## config.mk

```make
export PLATFORM = sky130hd
export DESIGN_NAME = deblock_edge_filter
export DESIGN_NICKNAME = d
export VERILOG_FILES = /design/src/sv/dbf_pkg.sv /design/src/sv/dbf_front.sv /design/src/sv/dbf_core.sv /design/src/sv/dbf_merge.sv /design/src/sv/deblock_edge_filter.sv
export VERILOG_INCLUDE_DIRS = /design/src /design/src/sv
export SDC_FILE = /design/constraint.sdc
export NUM_CORES = 2
export LEC_CHECK = 0
export BUFFER_PORTS_ARGS = -buffer_cell sky130_fd_sc_hd__buf_2
export CORE_MARGIN = 5
export CORE_UTILIZATION = 60
export DETAILED_ROUTE_END_ITERATION = 16
export GPL_ROUTABILITY_DRIVEN = 0
export GPL_TIMING_DRIVEN = 0
export HOLD_SLACK_MARGIN = 0.02
export PLACE_DENSITY_LB_ADDON = 0.15
export SYNTH_ARGS = -nofsm -noshare
export SYNTH_HDL_FRONTEND = slang
export SYNTH_SLANG_ARGS = --single-unit
```

## constraint.sdc

```tcl
create_clock -name clock -period 29.7 [get_ports clock]
set_clock_uncertainty 0.15 [all_clocks]
set_input_delay 4.455 -clock clock [delete_from_list [all_inputs] [get_ports clock]]
set_output_delay 4.455 -clock clock [all_outputs]
set_load 0.03 [all_outputs]
```

## src/sv/deblock_edge_filter_defines.svh

```systemverilog
// ----------------------------------------------------------------------------
// deblock_edge_filter_defines.svh
// Assertion macros used by the deblocking edge filter top level.
// ----------------------------------------------------------------------------
`ifndef DEBLOCK_EDGE_FILTER_DEFINES_SVH
`define DEBLOCK_EDGE_FILTER_DEFINES_SVH

`ifndef SYNTH
// check on every rising clock edge outside of reset
`define DBF_ASSERT(label, prop) \
   label: assert property (@(posedge clock) disable iff (reset) prop) \
      else $error("deblock_edge_filter: assertion failed");
// check on every rising clock edge, reset included
`define DBF_ASSERT_ALWAYS(label, prop) \
   label: assert property (@(posedge clock) prop) \
      else $error("deblock_edge_filter: assertion failed");
`else
`define DBF_ASSERT(label, prop)
`define DBF_ASSERT_ALWAYS(label, prop)
`endif

`endif

```

## src/sv/dbf_pkg.sv

```systemverilog
// ----------------------------------------------------------------------------
// dbf_pkg
// Types, codes and helpers shared by the deblocking edge filter stages.
// ----------------------------------------------------------------------------
package dbf_pkg;

   // word widths on the stream ports
   localparam int REQ_TDATA_W = 136;
   localparam int RSP_TDATA_W = 136;

   // width of the half-window sums of the smoothing filters
   localparam int SUM16_W = 11;
   localparam int SUM8_W  = 10;

   // register indexes on the configuration port
   localparam logic CSR_EDGE_LIMIT  = 1'b0;
   localparam logic CSR_BLOCK_LIMIT = 1'b1;

   typedef enum logic [1:0] {
      MODE_MASK   = 2'd0,
      MODE_FILT4  = 2'd1,
      MODE_FILT8  = 2'd2,
      MODE_FILT16 = 2'd3
   } mode_type;

   // filter actually applied once the fallbacks are resolved
   typedef enum logic [1:0] {
      PATH_MASK,
      PATH_NARROW,
      PATH_SMOOTH8,
      PATH_SMOOTH16
   } path_type;

   // first stage -> second stage
   typedef struct packed {
      path_type                 path;
      logic [15:0][7:0]         pix;       // pix[i]: p7 at 0 .. p0 at 7, q0 at 8 .. q7 at 15
      logic signed [7:0]        f;         // masked four-tap base correction
      logic                     hev;
      logic                     edge_bad;
      logic [7:0]               ad_p0q0;
      logic [7:0]               ad_p1q1;
      logic [14:1][SUM16_W-1:0] sa;        // sixteen-tap lower half windows
      logic [14:1][SUM16_W-1:0] sb;        // sixteen-tap upper half windows
      logic [6:1][SUM8_W-1:0]   sc;        // eight-tap lower half windows
      logic [6:1][SUM8_W-1:0]   sd;        // eight-tap upper half windows
   } s1_type;

   // second stage -> output stage
   typedef struct packed {
      path_type         path;
      logic [15:0][7:0] pix;
      logic [3:0][7:0]  nar;               // new p1, p0, q0, q1
      logic [14:1][7:0] s16;
      logic [6:1][7:0]  s8;
      logic             mask_ok;
   } s2_type;

   // saturate to the signed 8-bit range
   function automatic logic signed [7:0] clamp_s8(input logic signed [10:0] v);
      if (v < -128) begin
         return $signed(8'h80);
      end else if (v > 127) begin
         return $signed(8'h7F);
      end else begin
         return $signed(v[7:0]);
      end
   endfunction

   // pixel to signed offset form
   function automatic logic signed [7:0] to_s8(input logic [7:0] v);
      return $signed(v ^ 8'h80);
   endfunction

endpackage

```

## src/sv/dbf_front.sv

```systemverilog
// ----------------------------------------------------------------------------
// dbf_front
// First stage: unpack the line, pick the filter, mask differences,
// four-tap base correction and smoothing half-window sums.
// ----------------------------------------------------------------------------
module dbf_front (
   input  logic              clock,
   input  logic              load,
   input  logic [7:0]        edge_limit,
   input  dbf_pkg::mode_type mode,
   input  logic [63:0]       p_pixels,
   input  logic [63:0]       q_pixels,
   input  logic              mask_in,
   input  logic              hev,
   input  logic              flat,
   input  logic              flat_outer,
   output dbf_pkg::s1_type   st_ff
);

   dbf_pkg::s1_type   st_in;
   logic [15:0][7:0]  x;
   logic signed [7:0] ps1, ps0, qs0, qs1, fh;
   logic signed [10:0] t;

   function automatic logic [7:0] absdiff(input logic [7:0] a, input logic [7:0] b);
      return (a > b) ? (a - b) : (b - a);
   endfunction

   // unpack the line into edge order
   always_comb begin
      for (int k = 0; k < 8; k++) begin
         x[7 - k] = p_pixels[8*k +: 8];
         x[8 + k] = q_pixels[8*k +: 8];
      end
   end

   // resolve the filter with its fallbacks
   always_comb begin
      if (mode == dbf_pkg::MODE_MASK) begin
         st_in.path = dbf_pkg::PATH_MASK;
      end else if (mode == dbf_pkg::MODE_FILT16 && flat_outer && flat && mask_in) begin
         st_in.path = dbf_pkg::PATH_SMOOTH16;
      end else if ((mode == dbf_pkg::MODE_FILT8 || mode == dbf_pkg::MODE_FILT16)
                   && flat && mask_in) begin
         st_in.path = dbf_pkg::PATH_SMOOTH8;
      end else begin
         st_in.path = dbf_pkg::PATH_NARROW;
      end
   end

   // four-tap base correction
   always_comb begin
      ps1 = dbf_pkg::to_s8(x[6]);
      ps0 = dbf_pkg::to_s8(x[7]);
      qs0 = dbf_pkg::to_s8(x[8]);
      qs1 = dbf_pkg::to_s8(x[9]);
      fh  = hev ? dbf_pkg::clamp_s8(11'(ps1) - 11'(qs1)) : 8'sd0;
      t   = 11'(fh) + 11'sd3 * (11'(qs0) - 11'(ps0));
      st_in.f = mask_in ? dbf_pkg::clamp_s8(t) : 8'sd0;
   end

   // mask differences; the block test finishes in the next stage
   always_comb begin
      st_in.edge_bad = (absdiff(x[4], x[5]) > edge_limit)
                     | (absdiff(x[5], x[6]) > edge_limit)
                     | (absdiff(x[6], x[7]) > edge_limit)
                     | (absdiff(x[9], x[8]) > edge_limit)
                     | (absdiff(x[10], x[9]) > edge_limit)
                     | (absdiff(x[11], x[10]) > edge_limit);
      st_in.ad_p0q0 = absdiff(x[7], x[8]);
      st_in.ad_p1q1 = absdiff(x[6], x[9]);
   end

   // smoothing half windows, edge pixels repeated past the ends
   always_comb begin
      int kk;
      for (int i = 1; i <= 14; i++) begin
         st_in.sa[i] = '0;
         for (int j = i - 7; j <= i; j++) begin
            kk = (j < 0) ? 0 : j;
            st_in.sa[i] = st_in.sa[i] + dbf_pkg::SUM16_W'(x[kk[3:0]]);
         end
         st_in.sb[i] = dbf_pkg::SUM16_W'(x[i]);
         for (int j = i + 1; j <= i + 7; j++) begin
            kk = (j > 15) ? 15 : j;
            st_in.sb[i] = st_in.sb[i] + dbf_pkg::SUM16_W'(x[kk[3:0]]);
         end
      end
      for (int i = 1; i <= 6; i++) begin
         st_in.sc[i] = '0;
         for (int j = i - 3; j <= i; j++) begin
            kk = (j < 0) ? 4 : j + 4;
            st_in.sc[i] = st_in.sc[i] + dbf_pkg::SUM8_W'(x[kk[3:0]]);
         end
         st_in.sd[i] = dbf_pkg::SUM8_W'(x[i + 4]);
         for (int j = i + 1; j <= i + 3; j++) begin
            kk = (j > 7) ? 11 : j + 4;
            st_in.sd[i] = st_in.sd[i] + dbf_pkg::SUM8_W'(x[kk[3:0]]);
         end
      end
   end

   // carry pixels and flags along
   always_comb begin
      st_in.pix = x;
      st_in.hev = hev;
   end

   // hold while the next stage stalls
   always_ff @(posedge clock) begin
      if (load) begin
         st_ff <= st_in;
      end
   end

endmodule

```

## src/sv/dbf_core.sv

```systemverilog
// ----------------------------------------------------------------------------
// dbf_core
// Second stage: finish the four-tap filter, the smoothing averages and
// the block limit test.
// ----------------------------------------------------------------------------
module dbf_core (
   input  logic            clock,
   input  logic            load,
   input  logic [7:0]      block_limit,
   input  dbf_pkg::s1_type st,
   output dbf_pkg::s2_type st_ff
);

   dbf_pkg::s2_type    st_in;
   logic signed [7:0]  ps1, ps0, qs0, qs1, f1, f2, g;
   logic signed [7:0]  p1n, p0n, q0n, q1n;
   logic [9:0]         blk;
   logic [11:0]        sum16;
   logic [10:0]        sum8;

   // four-tap filter outputs
   always_comb begin
      ps1 = dbf_pkg::to_s8(st.pix[6]);
      ps0 = dbf_pkg::to_s8(st.pix[7]);
      qs0 = dbf_pkg::to_s8(st.pix[8]);
      qs1 = dbf_pkg::to_s8(st.pix[9]);
      f1  = dbf_pkg::clamp_s8(11'(st.f) + 11'sd4) >>> 3;
      f2  = dbf_pkg::clamp_s8(11'(st.f) + 11'sd3) >>> 3;
      q0n = dbf_pkg::clamp_s8(11'(qs0) - 11'(f1));
      p0n = dbf_pkg::clamp_s8(11'(ps0) + 11'(f2));
      g   = st.hev ? 8'sd0 : ((f1 + 8'sd1) >>> 1);
      q1n = dbf_pkg::clamp_s8(11'(qs1) - 11'(g));
      p1n = dbf_pkg::clamp_s8(11'(ps1) + 11'(g));
      st_in.nar[0] = p1n ^ 8'h80;
      st_in.nar[1] = p0n ^ 8'h80;
      st_in.nar[2] = q0n ^ 8'h80;
      st_in.nar[3] = q1n ^ 8'h80;
   end

   // rounded smoothing averages
   always_comb begin
      sum16 = '0;
      sum8  = '0;
      for (int i = 1; i <= 14; i++) begin
         sum16 = 12'(st.sa[i]) + 12'(st.sb[i]) + 12'd8;
         st_in.s16[i] = sum16[11:4];
      end
      for (int i = 1; i <= 6; i++) begin
         sum8 = 11'(st.sc[i]) + 11'(st.sd[i]) + 11'd4;
         st_in.s8[i] = sum8[10:3];
      end
   end

   // block limit test
   always_comb begin
      blk = {1'b0, st.ad_p0q0, 1'b0} + 10'(st.ad_p1q1[7:1]);
      st_in.mask_ok = !st.edge_bad && (blk <= 10'(block_limit));
      st_in.path    = st.path;
      st_in.pix     = st.pix;
   end

   // hold while the next stage stalls
   always_ff @(posedge clock) begin
      if (load) begin
         st_ff <= st_in;
      end
   end

endmodule

```

## src/sv/dbf_merge.sv

```systemverilog
// ----------------------------------------------------------------------------
// dbf_merge
// Output stage: place the chosen filter's pixels into the line and
// register the result word.
// ----------------------------------------------------------------------------
module dbf_merge (
   input  logic            clock,
   input  logic            load,
   input  dbf_pkg::s2_type st,
   output logic [63:0]     p_out_ff,
   output logic [63:0]     q_out_ff,
   output logic            mask_out_ff
);

   logic [15:0][7:0] x;
   logic [63:0]      p_out_in, q_out_in;
   logic             mask_out_in;

   // overwrite the pixels the chosen filter writes
   always_comb begin
      x           = st.pix;
      mask_out_in = 1'b0;
      case (st.path)
         dbf_pkg::PATH_MASK: begin
            mask_out_in = st.mask_ok;
         end
         dbf_pkg::PATH_NARROW: begin
            x[6] = st.nar[0];
            x[7] = st.nar[1];
            x[8] = st.nar[2];
            x[9] = st.nar[3];
         end
         dbf_pkg::PATH_SMOOTH8: begin
            for (int i = 1; i <= 6; i++) begin
               x[i + 4] = st.s8[i];
            end
         end
         dbf_pkg::PATH_SMOOTH16: begin
            for (int i = 1; i <= 14; i++) begin
               x[i] = st.s16[i];
            end
         end
         default: begin
            x = st.pix;
         end
      endcase
   end

   // pack back into byte order
   always_comb begin
      for (int k = 0; k < 8; k++) begin
         p_out_in[8*k +: 8] = x[7 - k];
         q_out_in[8*k +: 8] = x[8 + k];
      end
   end

   // hold while the consumer stalls
   always_ff @(posedge clock) begin
      if (load) begin
         p_out_ff    <= p_out_in;
         q_out_ff    <= q_out_in;
         mask_out_ff <= mask_out_in;
      end
   end

endmodule

```

## src/sv/deblock_edge_filter.sv

```systemverilog
// A word accepted on req passes the front, core and merge registers to rsp.
// Throughput: one word per cycle, unless rsp stalls, through three register stages
// (front differences and half sums, filter core, output merge).
// Back pressure on rsp stalls each stage only when the stage ahead is full.
// Reset: synchronous, clears the stage valid bits and both limit registers.
// ----------------------------------------------------------------------------
// deblock_edge_filter
// Loop filter on one 16-pixel line across a block edge: mask evaluation
// and four-, eight- and sixteen-tap edge filters with fallbacks.
// ----------------------------------------------------------------------------
`include "deblock_edge_filter_defines.svh"

module deblock_edge_filter (
   input  logic                            clock,
   input  logic                            reset,
   input  logic                            req_tvalid,
   output logic                            req_tready,
   // p_pixels[63:0], q_pixels[127:64], mask_in[128], hev[129], flat[130],
   // flat_outer[131], zero pad
   input  logic [dbf_pkg::REQ_TDATA_W-1:0] req_tdata,
   // mode[1:0]
   input  logic [1:0]                      req_tuser,
   output logic                            rsp_tvalid,
   input  logic                            rsp_tready,
   // p_out[63:0], q_out[127:64], mask_out[128], zero pad
   output logic [dbf_pkg::RSP_TDATA_W-1:0] rsp_tdata,
   input  logic                            csr_wen,
   input  logic [0:0]                      csr_index,
   input  logic [7:0]                      csr_wdata
);

   logic [7:0]      edge_limit_ff, block_limit_ff;
   logic [2:0]      vld_ff, vld_in;
   logic            rdy1, rdy2, rdy3;
   logic            in_acc, out_acc;
   dbf_pkg::s1_type s1;
   dbf_pkg::s2_type s2;
   logic [63:0]     p_out, q_out;
   logic            mask_out;

   // limit registers
   always_ff @(posedge clock) begin
      if (reset) begin
         edge_limit_ff  <= '0;
         block_limit_ff <= '0;
      end else if (csr_wen) begin
         case (csr_index)
            dbf_pkg::CSR_EDGE_LIMIT:  edge_limit_ff  <= csr_wdata;
            dbf_pkg::CSR_BLOCK_LIMIT: block_limit_ff <= csr_wdata;
            default: begin
               edge_limit_ff <= edge_limit_ff;
            end
         endcase
      end
   end

   // a stage advances when it is empty or the stage ahead advances
   always_comb begin
      rdy3    = !vld_ff[2] || rsp_tready;
      rdy2    = !vld_ff[1] || rdy3;
      rdy1    = !vld_ff[0] || rdy2;
      in_acc  = req_tvalid && rdy1;
      out_acc = vld_ff[2] && rsp_tready;
      vld_in[0] = rdy1 ? req_tvalid : vld_ff[0];
      vld_in[1] = rdy2 ? vld_ff[0]  : vld_ff[1];
      vld_in[2] = rdy3 ? vld_ff[1]  : vld_ff[2];
   end

   // valid bits
   always_ff @(posedge clock) begin
      if (reset) begin
         vld_ff <= '0;
      end else begin
         vld_ff <= vld_in;
      end
   end

   dbf_front u_front (
      .clock      (clock),
      .load       (rdy1),
      .edge_limit (edge_limit_ff),
      .mode       (dbf_pkg::mode_type'(req_tuser)),
      .p_pixels   (req_tdata[63:0]),
      .q_pixels   (req_tdata[127:64]),
      .mask_in    (req_tdata[128]),
      .hev        (req_tdata[129]),
      .flat       (req_tdata[130]),
      .flat_outer (req_tdata[131]),
      .st_ff      (s1)
   );

   dbf_core u_core (
      .clock       (clock),
      .load        (rdy2),
      .block_limit (block_limit_ff),
      .st          (s1),
      .st_ff       (s2)
   );

   dbf_merge u_merge (
      .clock       (clock),
      .load        (rdy3),
      .st          (s2),
      .p_out_ff    (p_out),
      .q_out_ff    (q_out),
      .mask_out_ff (mask_out)
   );

   // drive req_tready and the result channel
   assign req_tready = rdy1;
   assign rsp_tvalid = vld_ff[2];
   assign rsp_tdata  = {7'd0, mask_out, q_out, p_out};

   // an empty first stage always takes a word
   `DBF_ASSERT_ALWAYS(a_first_stage_open, !vld_ff[0] |-> req_tready)
   // a full, stalled pipeline refuses input
   `DBF_ASSERT(a_full_stall_blocks, (&vld_ff) && !rsp_tready |-> !req_tready)
   // words in flight change only by accepts on either side
   `DBF_ASSERT(a_word_count, !reset |=> ($countones(vld_ff) == $past($countones(vld_ff)) + $past(32'(in_acc)) - $past(32'(out_acc))))

endmodule

```

=== After elaboration in Yosys (flattened, before gate mapping) ===
Cells that the tools add are included.

* $add $sub $neg: 225
* Multiply operators: 1
* Magnitude comparators: 31
* Eq/ne operators: 5
* Mux-type cells: 33
* Bitwise logic cells: 19
* Reduce and logical (&&, ||, !) cells: 19

{| class="wikitable"
|+ Operators by type and width
! operator !! number
|-
| adder 11 x 8 -> 11 bit || 116
|-
| adder 8 x 8 -> 9 bit || 25
|-
| 2-to-1 mux 8 bit || 26
|-
| adder 10 x 8 -> 10 bit || 18
|-
| adder 11 x 11 -> 12 bit || 14
|-
| adder 12 x 4 -> 12 bit, second input constant || 14
|-
| subtractor 8 bit || 16
|-
| greater-than comparator 8 bit || 14
|-
| one-hot mux 32 bit (3 select lines) || 1
|-
| adder 10 x 10 -> 11 bit || 6
|-
| adder 11 x 3 -> 11 bit, second input constant || 6
|-
| 2-to-1 mux 32 bit || 2
|-
| greater-than comparator 9 x 8 -> 1 bit, second input constant || 7
|-
| < comparator 9 x 8 -> 1 bit, second input constant || 7
|-
| one-hot mux 8 bit (2 select lines) || 2
|-
| subtractor 8 x 8 -> 9 bit || 3
|-
| NOT 1 bit || 14
|-
| adder 8 x 11 -> 11 bit || 1
|-
| greater-than comparator 11 x 8 -> 1 bit, second input constant || 1
|-
| < comparator 11 x 8 -> 1 bit, second input constant || 1
|-
| multiplier 3 x 11 -> 11 bit, first input constant || 1
|-
| adder 9 x 7 -> 10 bit || 1
|-
| less-or-equal comparator 10 x 8 -> 1 bit || 1
|-
| adder 8 x 3 -> 9 bit, second input constant || 1
|-
| 14 further kinds || 35
|}

* Bits in registers: 948
* Output and inout port bits: 138
* Logic and storage cells: 440

=== Longest topological paths before layout ===
* Word-level depth: 11
* Gate-level depth with buffers: 25
* Depth with buffers taken out: 25

=== By module ===
From an unflattened synthesis, not the netlist that was laid out.

* Cells, all modules: 6063
* Area, all modules: 74620.3 um^2

{| class="wikitable"
|+ By module, submodules not included
! module !! instances !! cells each !! area each (um^2) !! sequential area each (um^2)
|-
| dbf_front || 1 || 3993 || 47252.8 || 14323.7
|-
| dbf_core || 1 || 1681 || 20796.2 || 9699.3
|-
| dbf_merge || 1 || 294 || 5815.6 || 3873.7
|-
| deblock_edge_filter || 1 || 95 || 755.7 || 380.4
|}

=== Least setup slack after synthesis ===
No wires, ideal clock.

* Path kind: input port to output port
* From: input port rsp_tready
* To: output port req_tready
* Data arrival time: 14.808 ns
* Data required time: 25.095 ns
* Slack: 10.287 ns
* Cell stages on the path: 3
* Buffers on the path: 0
* Path through: nor2b_1 > and2_1 > nand2_1

* Longest elaborated chain between the ends: 3

{| class="wikitable"
|+ RTL lines
! item !! RTL line !! RTL
|-
| start: declaration || deblock_edge_filter.sv:24 || <nowiki>input logic rsp_tready,</nowiki>
|-
| logical OR 1 bit || deblock_edge_filter.sv:59 || <nowiki>rdy3 = !vld_ff[2] || rsp_tready;</nowiki>
|-
| logical OR 1 bit || deblock_edge_filter.sv:60 || <nowiki>rdy2 = !vld_ff[1] || rdy3;</nowiki>
|-
| logical OR 1 bit || deblock_edge_filter.sv:61 || <nowiki>rdy1 = !vld_ff[0] || rdy2;</nowiki>
|-
| end: declaration || deblock_edge_filter.sv:17 || <nowiki>output logic req_tready,</nowiki>
|}

No other way between the ends.

=== Worst setup path after layout ===
* From: input port req_tdata[9] (netlist name)
* To: register u_front.st_ff[451] (netlist name), data pin

* Longest elaborated chain between the ends: 8

{| class="wikitable"
|+ RTL lines
! item !! RTL line !! RTL
|-
| start: declaration || deblock_edge_filter.sv:20 || <nowiki>input logic [dbf_pkg::REQ_TDATA_W-1:0] req_tdata,</nowiki>
|-
| subtractor 8 x 8 -> 9 bit * || dbf_front.sv:57 || <nowiki>fh = hev ? dbf_pkg::clamp_s8(11'(ps1) - 11'(qs1)) : 8'sd0;</nowiki>
|-
| greater-than comparator 9 x 8 -> 1 bit || dbf_pkg.sv:63 || <nowiki>end else if (v > 127) begin</nowiki>
|-
| 2-to-1 mux 8 bit || dbf_pkg.sv:63 ||
|-
| 2-to-1 mux 8 bit * || dbf_pkg.sv:61 || <nowiki>if (v < -128) begin</nowiki>
|-
| 2-to-1 mux 8 bit * || dbf_front.sv:57 ||
|-
| adder 8 x 11 -> 11 bit * || dbf_front.sv:58 || <nowiki>t = 11'(fh) + 11'sd3 * (11'(qs0) - 11'(ps0));</nowiki>
|-
| greater-than comparator 11 x 8 -> 1 bit / < comparator 11 x 8 -> 1 bit (equally long branches) || dbf_pkg.sv:63, dbf_pkg.sv:61 ||
|-
| 2-to-1 mux 8 bit / OR reduction 2 bit (equally long branches) || n/a ||
|-
| end signal: assignment || dbf_front.sv:112 || <nowiki>st_ff <= st_in;</nowiki>
|-
| end: declaration || dbf_front.sv:17 || <nowiki>output dbf_pkg::s1_type st_ff</nowiki>
|}

Mark *: on every way between the ends. The rest lies on a longest branch, timed or not.
A chain may end at the register's enable or synchronous reset.

==> impl_metrics.env <==
export IMPL_ys_seq_elements=947
export IMPL_coreArea_um2=125700
export IMPL_num_rows=130
export IMPL_synth_most_common_cell="inv_1"
export IMPL_synth_flop_cell="edfxtp_1"
export IMPL_grt_max_degree=114
export IMPL_p_per_area_nw_per_um2=124.5
export IMPL_area_delta_synth_final_pct=9.325
export IMPL_cts_buffers=100
export IMPL_drive_gt1_share_pct=8.636
export IMPL_root_buffer="clkbuf_16"
export IMPL_synth_top_cell_by_area="edfxtp_1"
export IMPL_slew_violations=0
export IMPL_clkTransAtPathRegs_ps=60
export IMPL_timing_setup_tns_ps=0
export IMPL_drcViolationCount=0
export IMPL_dieArea_um2=133800
export IMPL_synth_area_leaders="edfxtp_1 37%, ha_1 18%, fa_1 16%"
export IMPL_slew_limit_headroom_pct=3.282
export IMPL_cap_violations=0
export IMPL_arrival_ps=11690
export IMPL_clk_latency_ps=750
export IMPL_avgRoutedWirePerCell_um=26.80
export IMPL_worst_slew_pin_slew_ps=1451
export IMPL_cts_resized=0
export IMPL_synth_top_cell_area_share_pct=36.70
export IMPL_port_buffers=274
export IMPL_detailed_place_hpwl_um=179800
export IMPL_cpLargestDelayFamily="compound AO/OA/AOI/OAI gates"
export IMPL_cp_data_required_time_ps=30120
export IMPL_pre_cts_ws_ps=17890
export IMPL_critPathMaxFanout=16
export IMPL_ys_warn_count=0
export IMPL_antenna_found_initial=21
export IMPL_drtIter0Drc=5203
export IMPL_postSynthCellCount=6333
export IMPL_synthTopCellsByCount="1142 x inv_1, 1093 x ha_1, 928 x edfxtp_1, 622 x fa_1, 477 x a21oi_1"
export IMPL_synth_edf_count=928
export IMPL_grt_pass1_vias=50460
export IMPL_crit_buf_inv=3
export IMPL_h_tree_depth=3
export IMPL_seq_area_frac_synth_pct=37.20
export IMPL_syn_area_um2=75930
export IMPL_grt_overflow_total=0
export IMPL_startpoint_type="primary input"
export IMPL_min_period_ps=11260
export IMPL_p_leak_uw=0.03844
export IMPL_finalSetupViolCount=0
export IMPL_yosysUniqueCellTypes=85
export IMPL_fp_dieH_um=365.7
export IMPL_hold_violations=0
export IMPL_cts_tree="built"
export IMPL_grt_util_all_layers_pct=33.82
export IMPL_path_common_cell="o21ai_0"
export IMPL_drt_first_pass_iters=6
export IMPL_slowest_delay_ps=710
export IMPL_avgSynthCellArea_um2=11.99
export IMPL_drt_total_wl_um=227000
export IMPL_die_w_um=365.7
export IMPL_status="complete, no violations"
export IMPL_nets=8593
export IMPL_hold_buffers=0
export IMPL_cts_sinks=947
export IMPL_finalCritPeriodShare_pct=37.93
export IMPL_ios=290
export IMPL_grt_pass1_wl_um=329000
export IMPL_fin_ws_ps=18440
export IMPL_ant_nets=0
export IMPL_rsz0062_at_grt="no"
export IMPL_clockBufferDepth=3
export IMPL_ff2ff_setup_slack_ps=23670
export IMPL_initial_utilization_pct=60.39
export IMPL_num_vias=50530
export IMPL_endpoint_kind="flip-flop"
export IMPL_async_reset_ff_share_pct=0
export IMPL_ir_worst_vdd_uv=175.4
export IMPL_max_freq_mhz=88.77
export IMPL_crit_slowest_cell="inv_1"
export IMPL_hold_path_class="flip-flop to flip-flop"
export IMPL_path_class="primary input to flip-flop"
export IMPL_post_cts_setup_buffers=0
export IMPL_via_per_inst=5.965
export IMPL_crit_chain="buf_2 > inv_1 > ha_1 > nor2b_1 > o21ai_0 > a21boi_0 > o21ai_0 > a21boi_0 > o21ai_0 > nand2_1 > o21bai_1 > o21ai_0 > fa_1 > inv_1 > ha_1 > a21o_1 > a21oi_1 > o21ai_1 > a2111o_1 > a31o_1 > a21o_1 > nand2b_1 > mux2i_1 > o221a_1"
## metal layers
layer	vias up	global-route usage, %	part of all wire [%]
li1	22510	-	-
met5	-	0	0.074
met1	24950	44.85	38
met4	22	19.25	7.1
met3	626	7.420	10
met2	2421	51.86	44
## worst paths after layout
check,depth (start not counted),from,endpoint
max reg2reg,19,u_front.st_ff[449],u_core.st_ff[187]
min,0,u_front.st_ff[488],u_core.st_ff[227]
min reg2reg,0,u_front.st_ff[488],u_core.st_ff[227]
max,24,req_tdata[9],u_front.st_ff[451]
## layout by cell type (no fill, tap or decap), types with 100 or more instances in the layout
| cell | instances |
|---|---|
| o21bai_1 | 184 |
| edfxtp_1 | 928 |
| a21oi_1 | 477 |
| xor2_1 | 129 |
| fa_1 | 622 |
| ha_1 | 1093 |
| a21o_1 | 118 |
| buf_2 | 283 |
| xnor2_1 | 394 |
| inv_1 | 1140 |
| o21ai_0 | 108 |
| nor2_1 | 285 |
| clkbuf_16 | 100 |
## cell families (layout without fill, tap and decap cells)
kind of cell	count (synthesis)	in the layout	synth area share, %
xor gates and xnor gates	527	527	6.135
muxes	177	177	2.997
AOI/OAI and AO/OA	1111	1111	9.249
buffers and inverters	1214	1684	6.062
other	1	19	0.004939
and+or+nand+nor	641	641	3.942
adders and majority gates	1715	1715	34.41
DFF	947	947	37.20
## registers in the layout, indices dropped and copies added (netlist names)
name,flops
block_limit_ff,8
u_core.st_ff,323
u_front.st_ff,476
vld_ff,3
edge_limit_ff,8
u_merge.p_out_ff,64
u_merge.q_out_ff,64
u_merge.mask_out_ff,1
## stage by stage
step           power, uW  std cells  util [%]  hold WS, ps  cell area [um2]
2_1_floorplan       6810       6339         -        250.3            75950
3_3_place_gp        8720       8263     63.14        250.4            79390
3_5_place_dp        8906       8274     63.40        254.5            79720
4_1_cts            10250       8459     66.00        244.6            82980
5_1_grt            11010       8459     66.00        257.0            82980
6_report           10340       8471     66.02        251.8            83010
## layout make-up
| type | count | area (um2) |
|---|---|---|
| Antenna cell | 12 | 30.03 |
| Buffer | 69 | 305.3 |
| Clock buffer | 115 | 2559 |
| Clock inverter | 70 | 708.2 |
| Fill cell | 9457 | 42720 |
| Inverter | 1145 | 4310 |
| Multi-Input combinational cell | 4178 | 43110 |
| Sequential cell | 947 | 28250 |
| Tap cell | 1650 | 2064 |
| Timing Repair Buffer | 285 | 1674 |
## power by group
part	internal (uW)	switching, uW	leakage [uW]
Clock	712	560	0.00158
Sequential	2350	257	0.00999
Combinational	2550	3900	0.0269
Power figures use the tool's default switching activity.
